<file path="src/design/opem_pkg.sv">
`timescale 1ns / 1ps
`default_nettype none

package opem_pkg;

	localparam int SAMPLE_W = 24;
	localparam int COEF_W   = 24;
	localparam int FRAC_W   = 24;
	localparam int ENV_W    = 28;
	localparam int MAG_W    = 24;
	localparam int OUT_W    = 24;
	localparam int MULA_W   = ENV_W + 1;
	localparam int PROD_W   = MULA_W + COEF_W;
	localparam int CFG_IDX_W = 3;

	// Follower ceiling of 20.0 in unsigned 5.23.
	localparam logic [ENV_W-1:0] ENV_MAX   = 28'd167772160;
	// Largest magnitude of a signed 1.23 sample.
	localparam logic [MAG_W-1:0] MAG_MAX   = 24'd8388608;
	localparam logic [OUT_W-1:0] METER_MAX = 24'hFFFFFF;

	localparam logic [COEF_W-1:0] FAST_ATTACK_RST = 24'd349525;
	localparam logic [COEF_W-1:0] SLOW_ATTACK_RST = 24'd1502959;
	localparam logic [COEF_W-1:0] DECAY_RST       = 24'd16776604;
	localparam logic [COEF_W-1:0] GAIN_RST        = 24'd8422162;

	localparam logic [CFG_IDX_W-1:0] REG_FAST_ATTACK = 3'd0;
	localparam logic [CFG_IDX_W-1:0] REG_SLOW_ATTACK = 3'd1;
	localparam logic [CFG_IDX_W-1:0] REG_DECAY       = 3'd2;
	localparam logic [CFG_IDX_W-1:0] REG_GAIN        = 3'd3;
	localparam logic [CFG_IDX_W-1:0] REG_PEAK_ONLY   = 3'd4;

	localparam logic [1:0] FUNC_SAMPLE = 2'd0;
	localparam logic [1:0] FUNC_READ   = 2'd1;
	localparam logic [1:0] FUNC_CLEAR  = 2'd2;

	typedef enum logic [1:0] {
		ST_IDLE,
		ST_RUN,
		ST_FIN
	} state_t;

	typedef enum logic [2:0] {
		OP_NONE,
		OP_DEC_F,
		OP_DEC_S,
		OP_FOL_F,
		OP_FOL_S,
		OP_METER
	} op_t;

endpackage

`default_nettype wire

</file>
<file path="src/design/oversampled_peak_envelope_meter.sv">
`timescale 1ns / 1ps
`default_nettype none

// Oversampled peak envelope meter.
// Input channel: in_valid / in_stall carry one transaction with func, first_in_block and
// four signed 1.23 samples. A transaction is taken at a clock edge with in_valid high and
// in_stall low. func selects a sample group, a read that arms a restart, or a clear.
// Output channel: out_valid / out_stall return exactly one transaction (meter_value,
// peak_value) for every input transaction, in order.
// Configuration channel: cfg_valid / cfg_ready with cfg_index and cfg_data; cfg_ready is
// always high and registers should only be written while the block is idle.
// Schedule: a sample group runs 2*OVERSAMPLE+5 steps through one shared 29x24 multiplier,
// at most one product issued per cycle with the fast and slow followers interleaved,
// then the output register is loaded. Read, clear and the unused code go straight to the
// output register. No new transaction is taken until the last one has been loaded into
// the output register; the shared multiplier and the dependence of each follower update
// on the one before set the pace of a sample group.
// Reset clears both followers and the held values, arms a restart and loads the register
// defaults. While out_stall holds a result, the block finishes its current transaction and
// then waits with in_stall high until the output register is free.
module oversampled_peak_envelope_meter #(
	parameter int OVERSAMPLE = 4
) (
	input  wire                                       clk,
	input  wire                                       arst_n,
	input  wire                                       in_valid,
	output logic                                      in_stall,
	input  wire  [1:0]                                func,
	input  wire                                       first_in_block,
	input  wire  signed [opem_pkg::SAMPLE_W-1:0]      sample_a,
	input  wire  signed [opem_pkg::SAMPLE_W-1:0]      sample_b,
	input  wire  signed [opem_pkg::SAMPLE_W-1:0]      sample_c,
	input  wire  signed [opem_pkg::SAMPLE_W-1:0]      sample_d,
	output logic                                      out_valid,
	input  wire                                       out_stall,
	output logic [opem_pkg::OUT_W-1:0]                meter_value,
	output logic [opem_pkg::OUT_W-1:0]                peak_value,
	input  wire                                       cfg_valid,
	output logic                                      cfg_ready,
	input  wire  [opem_pkg::CFG_IDX_W-1:0]            cfg_index,
	input  wire  [opem_pkg::COEF_W-1:0]               cfg_data
);
	import opem_pkg::*;

	// Step schedule: 0 and 1 decay the fast and slow followers, then fast and slow follower
	// updates alternate for every sample, one bubble lets the last slow update land, the
	// meter product is issued, and the last step writes it back.
	localparam int FOL_FIRST  = 2;
	localparam int FOL_LAST   = 2 * OVERSAMPLE + 1;
	localparam int METER_STEP = 2 * OVERSAMPLE + 3;
	localparam int LAST_STEP  = 2 * OVERSAMPLE + 4;
	localparam int STEP_W     = $clog2(LAST_STEP + 1);

	// Configuration registers.
	logic [COEF_W-1:0] fast_rate_q;
	logic [COEF_W-1:0] slow_rate_q;
	logic [COEF_W-1:0] decay_q;
	logic [COEF_W-1:0] gain_q;
	logic              peak_only_q;

	// Block state.
	state_t            state_q, state_d;
	logic [STEP_W-1:0] step_q;
	logic [ENV_W-1:0]  env_fast_q;
	logic [ENV_W-1:0]  env_slow_q;
	logic [OUT_W-1:0]  held_meter_q;
	logic [MAG_W-1:0]  held_peak_q;
	logic              restart_armed_q;
	logic [SAMPLE_W-1:0] samp_q [4];

	// Shared multiplier and its writeback stage.
	logic [MULA_W-1:0] mul_a;
	logic [COEF_W-1:0] mul_b;
	logic [PROD_W-1:0] prod;
	op_t               op_issue;
	logic              hit_issue;
	logic [PROD_W-1:0] prod_s1;
	op_t               op_s1;
	logic              hit_s1;

	// Output register.
	logic              out_valid_q;
	logic [OUT_W-1:0]  meter_value_q;
	logic [OUT_W-1:0]  peak_value_q;

	logic              in_take;
	logic              out_load;
	logic              run_last;
	logic              in_fol;
	logic              fast_slot;
	logic [STEP_W-1:0] rel_step;
	logic [1:0]        samp_sel;
	logic [SAMPLE_W-1:0] cur_samp;
	logic [MAG_W-1:0]  cur_mag;
	logic [MAG_W-1:0]  diff_fast;
	logic [MAG_W-1:0]  diff_slow;
	logic [ENV_W-1:0]  scaled;
	logic [ENV_W:0]    fol_sum_fast;
	logic [ENV_W:0]    fol_sum_slow;
	logic [MULA_W-1:0] cand;
	logic [OUT_W-1:0]  cand_sat;

	assign cfg_ready = 1'b1;
	assign in_stall  = (state_q != ST_IDLE);
	assign in_take   = in_valid && !in_stall;
	assign out_valid   = out_valid_q;
	assign meter_value = meter_value_q;
	assign peak_value  = peak_value_q;

	always_ff @(posedge clk or negedge arst_n) begin
		if (!arst_n) begin
			fast_rate_q <= FAST_ATTACK_RST;
			slow_rate_q <= SLOW_ATTACK_RST;
			decay_q     <= DECAY_RST;
			gain_q      <= GAIN_RST;
			peak_only_q <= 1'b0;
		end else if (cfg_valid && cfg_ready) begin
			case (cfg_index)
				REG_FAST_ATTACK: fast_rate_q <= cfg_data;
				REG_SLOW_ATTACK: slow_rate_q <= cfg_data;
				REG_DECAY:       decay_q     <= cfg_data;
				REG_GAIN:        gain_q      <= cfg_data;
				REG_PEAK_ONLY:   peak_only_q <= cfg_data[0];
				default: ;
			endcase
		end
	end

	// Sample selection: sample k of a group is input sample k mod 4.
	assign rel_step  = step_q - STEP_W'(FOL_FIRST);
	assign samp_sel  = rel_step[2:1];
	assign fast_slot = !rel_step[0];
	assign in_fol    = (state_q == ST_RUN) && (step_q >= STEP_W'(FOL_FIRST))
		&& (step_q <= STEP_W'(FOL_LAST));
	assign run_last  = (state_q == ST_RUN) && (step_q == STEP_W'(LAST_STEP));
	assign cur_samp  = samp_q[samp_sel];
	// Two's complement magnitude; the most negative code maps to 1.0.
	assign cur_mag   = cur_samp[SAMPLE_W-1] ? MAG_W'(~cur_samp + 1'b1) : cur_samp;
	assign diff_fast = cur_mag - env_fast_q[MAG_W-1:0];
	assign diff_slow = cur_mag - env_slow_q[MAG_W-1:0];

	// Operand selection for the shared multiplier.
	always_comb begin
		mul_a     = '0;
		mul_b     = '0;
		op_issue  = OP_NONE;
		hit_issue = 1'b0;
		if ((state_q == ST_RUN) && !peak_only_q) begin
			if (step_q == STEP_W'(0)) begin
				mul_a    = {1'b0, env_fast_q};
				mul_b    = decay_q;
				op_issue = OP_DEC_F;
			end else if (step_q == STEP_W'(1)) begin
				mul_a    = {1'b0, env_slow_q};
				mul_b    = decay_q;
				op_issue = OP_DEC_S;
			end else if (in_fol && fast_slot) begin
				// The difference is only meaningful when the magnitude lies above.
				hit_issue = {{(ENV_W-MAG_W){1'b0}}, cur_mag} > env_fast_q;
				mul_a     = MULA_W'(diff_fast);
				mul_b     = fast_rate_q;
				op_issue  = OP_FOL_F;
			end else if (in_fol) begin
				hit_issue = {{(ENV_W-MAG_W){1'b0}}, cur_mag} > env_slow_q;
				mul_a     = MULA_W'(diff_slow);
				mul_b     = slow_rate_q;
				op_issue  = OP_FOL_S;
			end else if (step_q == STEP_W'(METER_STEP)) begin
				mul_a    = {1'b0, env_fast_q} + {1'b0, env_slow_q};
				mul_b    = gain_q;
				op_issue = OP_METER;
			end
		end
	end

	assign prod = PROD_W'(mul_a) * PROD_W'(mul_b);

	always_ff @(posedge clk) begin
		prod_s1 <= prod;
		hit_s1  <= hit_issue;
	end

	always_ff @(posedge clk or negedge arst_n) begin
		if (!arst_n) begin
			op_s1 <= OP_NONE;
		end else begin
			op_s1 <= op_issue;
		end
	end

	// Writeback arithmetic: every product is truncated by the coefficient's fraction.
	assign scaled       = prod_s1[FRAC_W +: ENV_W];
	assign fol_sum_fast = {1'b0, env_fast_q} + {1'b0, scaled};
	assign fol_sum_slow = {1'b0, env_slow_q} + {1'b0, scaled};
	assign cand         = prod_s1[FRAC_W +: MULA_W];
	assign cand_sat     = (|cand[MULA_W-1:OUT_W]) ? METER_MAX : cand[OUT_W-1:0];

	always_ff @(posedge clk) begin
		if (in_take) begin
			samp_q[0] <= sample_a;
			samp_q[1] <= sample_b;
			samp_q[2] <= sample_c;
			samp_q[3] <= sample_d;
		end
	end

	always_ff @(posedge clk or negedge arst_n) begin
		if (!arst_n) begin
			env_fast_q      <= '0;
			env_slow_q      <= '0;
			held_meter_q    <= '0;
			held_peak_q     <= '0;
			restart_armed_q <= 1'b1;
		end else if (in_take) begin
			case (func)
				FUNC_SAMPLE: begin
					if (first_in_block && restart_armed_q) begin
						held_meter_q <= '0;
						held_peak_q  <= '0;
						if (!peak_only_q) begin
							restart_armed_q <= 1'b0;
						end
					end
				end
				FUNC_READ: begin
					restart_armed_q <= 1'b1;
				end
				FUNC_CLEAR: begin
					held_meter_q    <= '0;
					held_peak_q     <= '0;
					restart_armed_q <= 1'b1;
				end
				default: ;
			endcase
		end else begin
			// The raw maximum is tracked once per sample, on the fast slot.
			if (in_fol && fast_slot) begin
				if (peak_only_q) begin
					if (cur_mag > held_meter_q) begin
						held_meter_q <= cur_mag;
					end
				end else if (cur_mag > held_peak_q) begin
					held_peak_q <= cur_mag;
				end
			end
			case (op_s1)
				OP_DEC_F: env_fast_q <= scaled;
				OP_DEC_S: env_slow_q <= scaled;
				OP_FOL_F: begin
					if (hit_s1) begin
						env_fast_q <= (fol_sum_fast > {1'b0, ENV_MAX}) ? ENV_MAX
							: fol_sum_fast[ENV_W-1:0];
					end
				end
				OP_FOL_S: begin
					if (hit_s1) begin
						env_slow_q <= (fol_sum_slow > {1'b0, ENV_MAX}) ? ENV_MAX
							: fol_sum_slow[ENV_W-1:0];
					end
				end
				OP_METER: begin
					if (cand_sat > held_meter_q) begin
						held_meter_q <= cand_sat;
					end
				end
				default: ;
			endcase
		end
	end

	// Sequencer.
	always_ff @(posedge clk or negedge arst_n) begin
		if (!arst_n) begin
			state_q <= ST_IDLE;
		end else begin
			state_q <= state_d;
		end
	end

	always_comb begin
		state_d  = state_q;
		out_load = 1'b0;
		case (state_q)
			ST_IDLE: begin
				if (in_valid) begin
					state_d = (func == FUNC_SAMPLE) ? ST_RUN : ST_FIN;
				end
			end
			ST_RUN: begin
				if (run_last) begin
					state_d = ST_FIN;
				end
			end
			ST_FIN: begin
				if (!out_valid_q || !out_stall) begin
					out_load = 1'b1;
					state_d  = ST_IDLE;
				end
			end
			default: state_d = ST_IDLE;
		endcase
	end

	always_ff @(posedge clk or negedge arst_n) begin
		if (!arst_n) begin
			step_q <= '0;
		end else if (run_last) begin
			step_q <= '0;
		end else if (state_q == ST_RUN) begin
			step_q <= step_q + 1'b1;
		end
	end

	// Output register; it takes the held values once the transaction is complete.
	always_ff @(posedge clk or negedge arst_n) begin
		if (!arst_n) begin
			out_valid_q <= 1'b0;
		end else if (out_load) begin
			out_valid_q <= 1'b1;
		end else if (!out_stall) begin
			out_valid_q <= 1'b0;
		end
	end

	always_ff @(posedge clk) begin
		if (out_load) begin
			meter_value_q <= held_meter_q;
			peak_value_q  <= held_peak_q;
		end
	end

	// The followers never pass their ceiling.
	a_env_bound: assert property (@(posedge clk) disable iff (!arst_n)
		(env_fast_q <= ENV_MAX) && (env_slow_q <= ENV_MAX))
		else $error("follower above its ceiling");

	// The held raw peak is always a valid magnitude.
	a_peak_bound: assert property (@(posedge clk) disable iff (!arst_n)
		held_peak_q <= MAG_MAX)
		else $error("held peak above full scale");

	// A taken transaction closes the input until it has been answered.
	a_one_at_a_time: assert property (@(posedge clk) disable iff (!arst_n)
		in_take |=> in_stall)
		else $error("input taken while busy");

	// The step counter stays within the schedule.
	a_step_range: assert property (@(posedge clk) disable iff (!arst_n)
		step_q <= STEP_W'(LAST_STEP))
		else $error("step counter out of range");

	// The output register is only loaded when it is free or being drained.
	a_no_overwrite: assert property (@(posedge clk) disable iff (!arst_n)
		out_load |-> (!out_valid_q || !out_stall))
		else $error("pending result overwritten");

endmodule

`default_nettype wire

</file>
<file path="config.mk">
export PLATFORM = sky130hd
export DESIGN_NAME = oversampled_peak_envelope_meter
export DESIGN_NICKNAME = d
export VERILOG_FILES = /design/src/design/opem_pkg.sv /design/src/design/oversampled_peak_envelope_meter.sv
export SDC_FILE = /design/constraint.sdc
export NUM_CORES = 2
export LEC_CHECK = 0
export BUFFER_PORTS_ARGS = -buffer_cell sky130_fd_sc_hd__buf_2
export CAP_MARGIN = 40
export CORE_ASPECT_RATIO = 2
export CORE_MARGIN = 5
export CORE_UTILIZATION = 54
export CTS_CLUSTER_DIAMETER = 200
export DETAILED_ROUTE_END_ITERATION = 8
export GPL_TIMING_DRIVEN = 0
export PLACE_DENSITY = 0.71
export SETUP_SLACK_MARGIN = 0.2
export SYNTH_ARGS = -nofsm -noshare
export SYNTH_HDL_FRONTEND = slang
export SYNTH_SLANG_ARGS = --single-unit
</file>
<file path="constraint.sdc">
create_clock -name clk -period 15.1 [get_ports clk]
set_input_delay 3.02 -clock clk [delete_from_list [all_inputs] [get_ports clk]]
set_output_delay 3.02 -clock clk [all_outputs]
set_load 0.03 [all_outputs]
</file>
==> run summary <==
The fmax is 0.0685 GHz. For this run, the slowest stage of the critical path takes 570 ps. Data on the critical path is required at its endpoint by approximately 16000 ps. The kind of start point of the critical path is a flop. The number of setup violations in the final report came out at 0.

The average size of a mapped cell came out at between 9 and 10 um2. The number of vias per cell after detailed routing came out at between 6 and 7. The height of the chip is 431 um. The cell count of the worst reg-to-reg path is 45. The area of the die is 95000 um2.

The root buffer cell is sky130_fd_sc_hd__clkbuf_16. The placer congestion estimate came out at around 1.1. The global-route wire length before repair is 307 mm. The post-place instance area is 51100 um2. The total vias in the final route is around 43000. Summed over all instances, the cell type with the most area after synthesis is sky130_fd_sc_hd__fa_1. The clock insertion delay at the later pin of the skew report is 600 ps. The initial antenna violation count came to 18. At the pin with the least slew margin, the transition time is 1030 ps. By area the synthesized netlist is led by sky130_fd_sc_hd__fa_1, sky130_fd_sc_hd__ha_1, sky130_fd_sc_hd__edfxtp_1. The count of clock tree sinks is 386. The proportion of netlist area held by the largest area contributor is 24.9%. The area of the core came out at 88100 um2. Global routing consumed, over all layers together, 45.6% of the routing resources. The dominant synthesized flop cell is sky130_fd_sc_hd__dfrtp_1.

The reg-to-reg setup timing slack is about 500 ps. Counting stages on the worst path, the most repeated cell is sky130_fd_sc_hd__fa_1. The data arrival at the endpoint of the critical path is between 15000 and 20000 ps. In this run the critical register-to-register path is captured at prod_s1[47]. The setup clock skew after layout came out at 38.0 ps. The share of final-layout standard cells stronger than drive strength 1 came out at 12.1%. The run finished with clean final reports. The maximum count of clock buffers along a single path came out at 3. Synthesis produced a netlist with a net count of 6306. After synthesis the netlist holds a flip-flop and latch count of 386.

Dividing the final minimum period by the clock period gives 96.6%. The CTS tree is yes. Setup repair after global routing left no endpoint under its margin. The sum of net half-perimeters after detailed placement came out at 180 mm. The CTS buffer count came out at 36. The clock period could shrink to 14590 ps. For this run the aggregate overflow at the end of global routing stands at 0.

Buffers placed on the I/O ports in this run total 180. The sum of negative setup slack is 0 ps. The worst slack on hold paths is approximately 450 ps. The worst min-delay path endpoint is meter_value[12]. The average wire length per cell after detail routing came out at 32.2 um. The count of flip-flops with a built-in enable after synthesis came out at between 100 and 150. The count of mapped cells out of synthesis is just over 5000. The critical-path cell with the highest stage delay is sky130_fd_sc_hd__fa_1.

The cell depth of the worst min-delay path came out at 0. The worst setup path is captured at a flop. The beginning of the worst hold path is held_meter_q[12].

The die boundary width is ~220 um. The launch point of the worst reg-to-reg path is step_q[1]. The share of synthesized flip-flops with an asynchronous set or reset is 54.9%. Of all nets on the critical path, the largest fanout is 10. The number of nets in the layout is ~6600. The number of levels the H-tree was split into is 2. Measured against its own limit, the worst slew margin works out to 31.2%. The via count of the first global-routing pass came out at 45238.

The critical path is of the flop to flop type. The reported max-cap violation count came out at 0. The initial DRC count came out at approximately 3900. The initial utilization of the core area, before any placement, comes to 54.3%.

The clock slew seen by the registers of the worst setup and hold paths is 70 ps. The layout overhead on the synthesized area came out at 10.2%. The sequential share of the synthesized area came out at 21.5%. Entering global routing, the biggest net connects 108 pins. The worst hold path belongs to the class flop to flop. The I/O pin total came out at 182. In this run the remaining antenna-violating nets after routing total 0. The Yosys step of the flow raised 0 warnings. After floorplanning, the core was divided into 154 placement rows. In this run, distinct cell masters in the synthesized netlist total 96. The total count of max-transition violations in the final report is 0. The hold violation count in the final report came out at 0.

Once layout is done, the placed cells without fillers occupy 52700 um2. The netlist area before placement is 47800 um2. The post-detailed-route DRC marker count is 0. Including well taps, the total number of placed cells is roughly 6600. The final non-filler cell total is 6717. The final routed wirelength across all metal layers came out at ~220 mm. The number of search-and-repair iterations in the first detailed-routing pass came out at 6.
==> worst max-delay path by stage <==
stage / start / cells after the start / slack [ps] / to
floorplan: step_q[1] / 45 / 3420 / prod_s1[47]
global placement: step_q[1] / 46 / -2630 / prod_s1[43]
detailed placement: step_q[1] / 47 / -1550 / prod_s1[49]
CTS: step_q[1] / 47 / 200 / prod_s1[47]
global route: step_q[1] / 50 / 200 / prod_s1[47]
finish: step_q[1] / 45 / 510 / prod_s1[47]
==> sequential cells by signal, indices dropped and copies added, names as in the netlist, 2 cells and up <==
name,count
state_q,2
env_fast_q,28
gain_q,24
held_peak_q,24
samp_q,96
fast_rate_q,24
env_slow_q,28
op_s1,3
prod_s1,29
meter_value,24
slow_rate_q,24
step_q,4
decay_q,24
peak_value,24
held_meter_q,24
==> timing repair <==
action	in CTS	in global routing
setup buffers	3	5
resized for setup	28	36
endpoints found under the setup margin	27	24
hold buffers	0	0
pin swaps	1	1
==> Yosys cell counts, types with 71 or more instances <==
library cell and number:
sky130_fd_sc_hd__a21o_1 102, sky130_fd_sc_hd__a21oi_1 237, sky130_fd_sc_hd__and2_1 123, sky130_fd_sc_hd__clkbuf_1 186
sky130_fd_sc_hd__dfrtp_1 160, sky130_fd_sc_hd__edfxtp_1 144, sky130_fd_sc_hd__fa_1 596, sky130_fd_sc_hd__ha_1 389
sky130_fd_sc_hd__inv_1 875, sky130_fd_sc_hd__mux2_2 107, sky130_fd_sc_hd__nand2_1 559, sky130_fd_sc_hd__nand3_1 71
sky130_fd_sc_hd__nor2_1 335, sky130_fd_sc_hd__nor3_1 90, sky130_fd_sc_hd__o21ai_0 143
==> per-layer routing <==
metal	vias to the layer above	GRT usage, %	wire, um
met2	2615	77.6	106000
met5	-	0	19
li1	17834	-	-
met1	20956	38.5	57600
met4	4	56.6	36900
met3	1421	10.5	16200
==> final cells by class <==
type / count / area (um2)
Tap cell: 1170 / 1460
Clock buffer: 46 / 960
Buffer: 216 / 896
Timing Repair Buffer: 271 / 1910
Sequential cell: 386 / 10300
Fill cell: 7904 / 35300
Clock inverter: 19 / 248
Multi-Input combinational cell: 3713 / 33600
Antenna cell: 21 / 52.6
Inverter: 875 / 3290
==> cells by family after synthesis <==
group | after synthesis | share of synthesized area, %
flops | 386 | 21.5
compound gates | 946 | 13.5
other cells | 1 | 0.00784
mux | 165 | 4.33
simple gates | 1493 | 14.6
fa+ha+maj | 985 | 35.1
buf+inv | 1091 | 8.65
xor+xnor | 123 | 2.25
==> per-stage QoR <==
step,setup slack [ps],util (%)
2_1_floorplan,3420,-
3_3_place_gp,-2630,57.0
3_5_place_dp,-1550,58.1
4_1_cts,203,59.6
5_1_grt,205,59.8
6_report,511,59.9
==> placed cells by master (no fill, tap or decap), drive strengths merged, types with 69 or more instances in the layout <==
| master | netlist | final |
|---|---|---|
| a21o | 102 | 102 |
| a21oi | 237 | 237 |
| and2 | 123 | 123 |
| buf | 30 | 296 |
| clkbuf | 186 | 235 |
| dfrtp | 160 | 160 |
| edfxtp | 144 | 144 |
| fa | 596 | 596 |
| ha | 389 | 389 |
| inv | 875 | 878 |
| mux2 | 107 | 107 |
| nand2 | 559 | 559 |
| nand3 | 71 | 71 |
| nor2 | 335 | 335 |
| nor3 | 92 | 92 |
| o21ai | 174 | 174 |
| xnor2 | 69 | 69 |
==> critical path, delay by kind of cell (launching register included) <==
| kind | cells | cell delay, ps |
|---|---|---|
| muxes | 1 | 490 |
| adders and majority gates | 11 | 5020 |
| buffers and inverters | 10 | 2190 |
| and+or+nand+nor | 10 | 2490 |
| AOI/OAI and AO/OA | 11 | 3200 |
| DFF | 1 | 430 |
| xor gates and xnor gates | 2 | 610 |
Power is not shown: default switching activity piles up to over one toggle a cycle in this logic, so the estimate is an artifact.
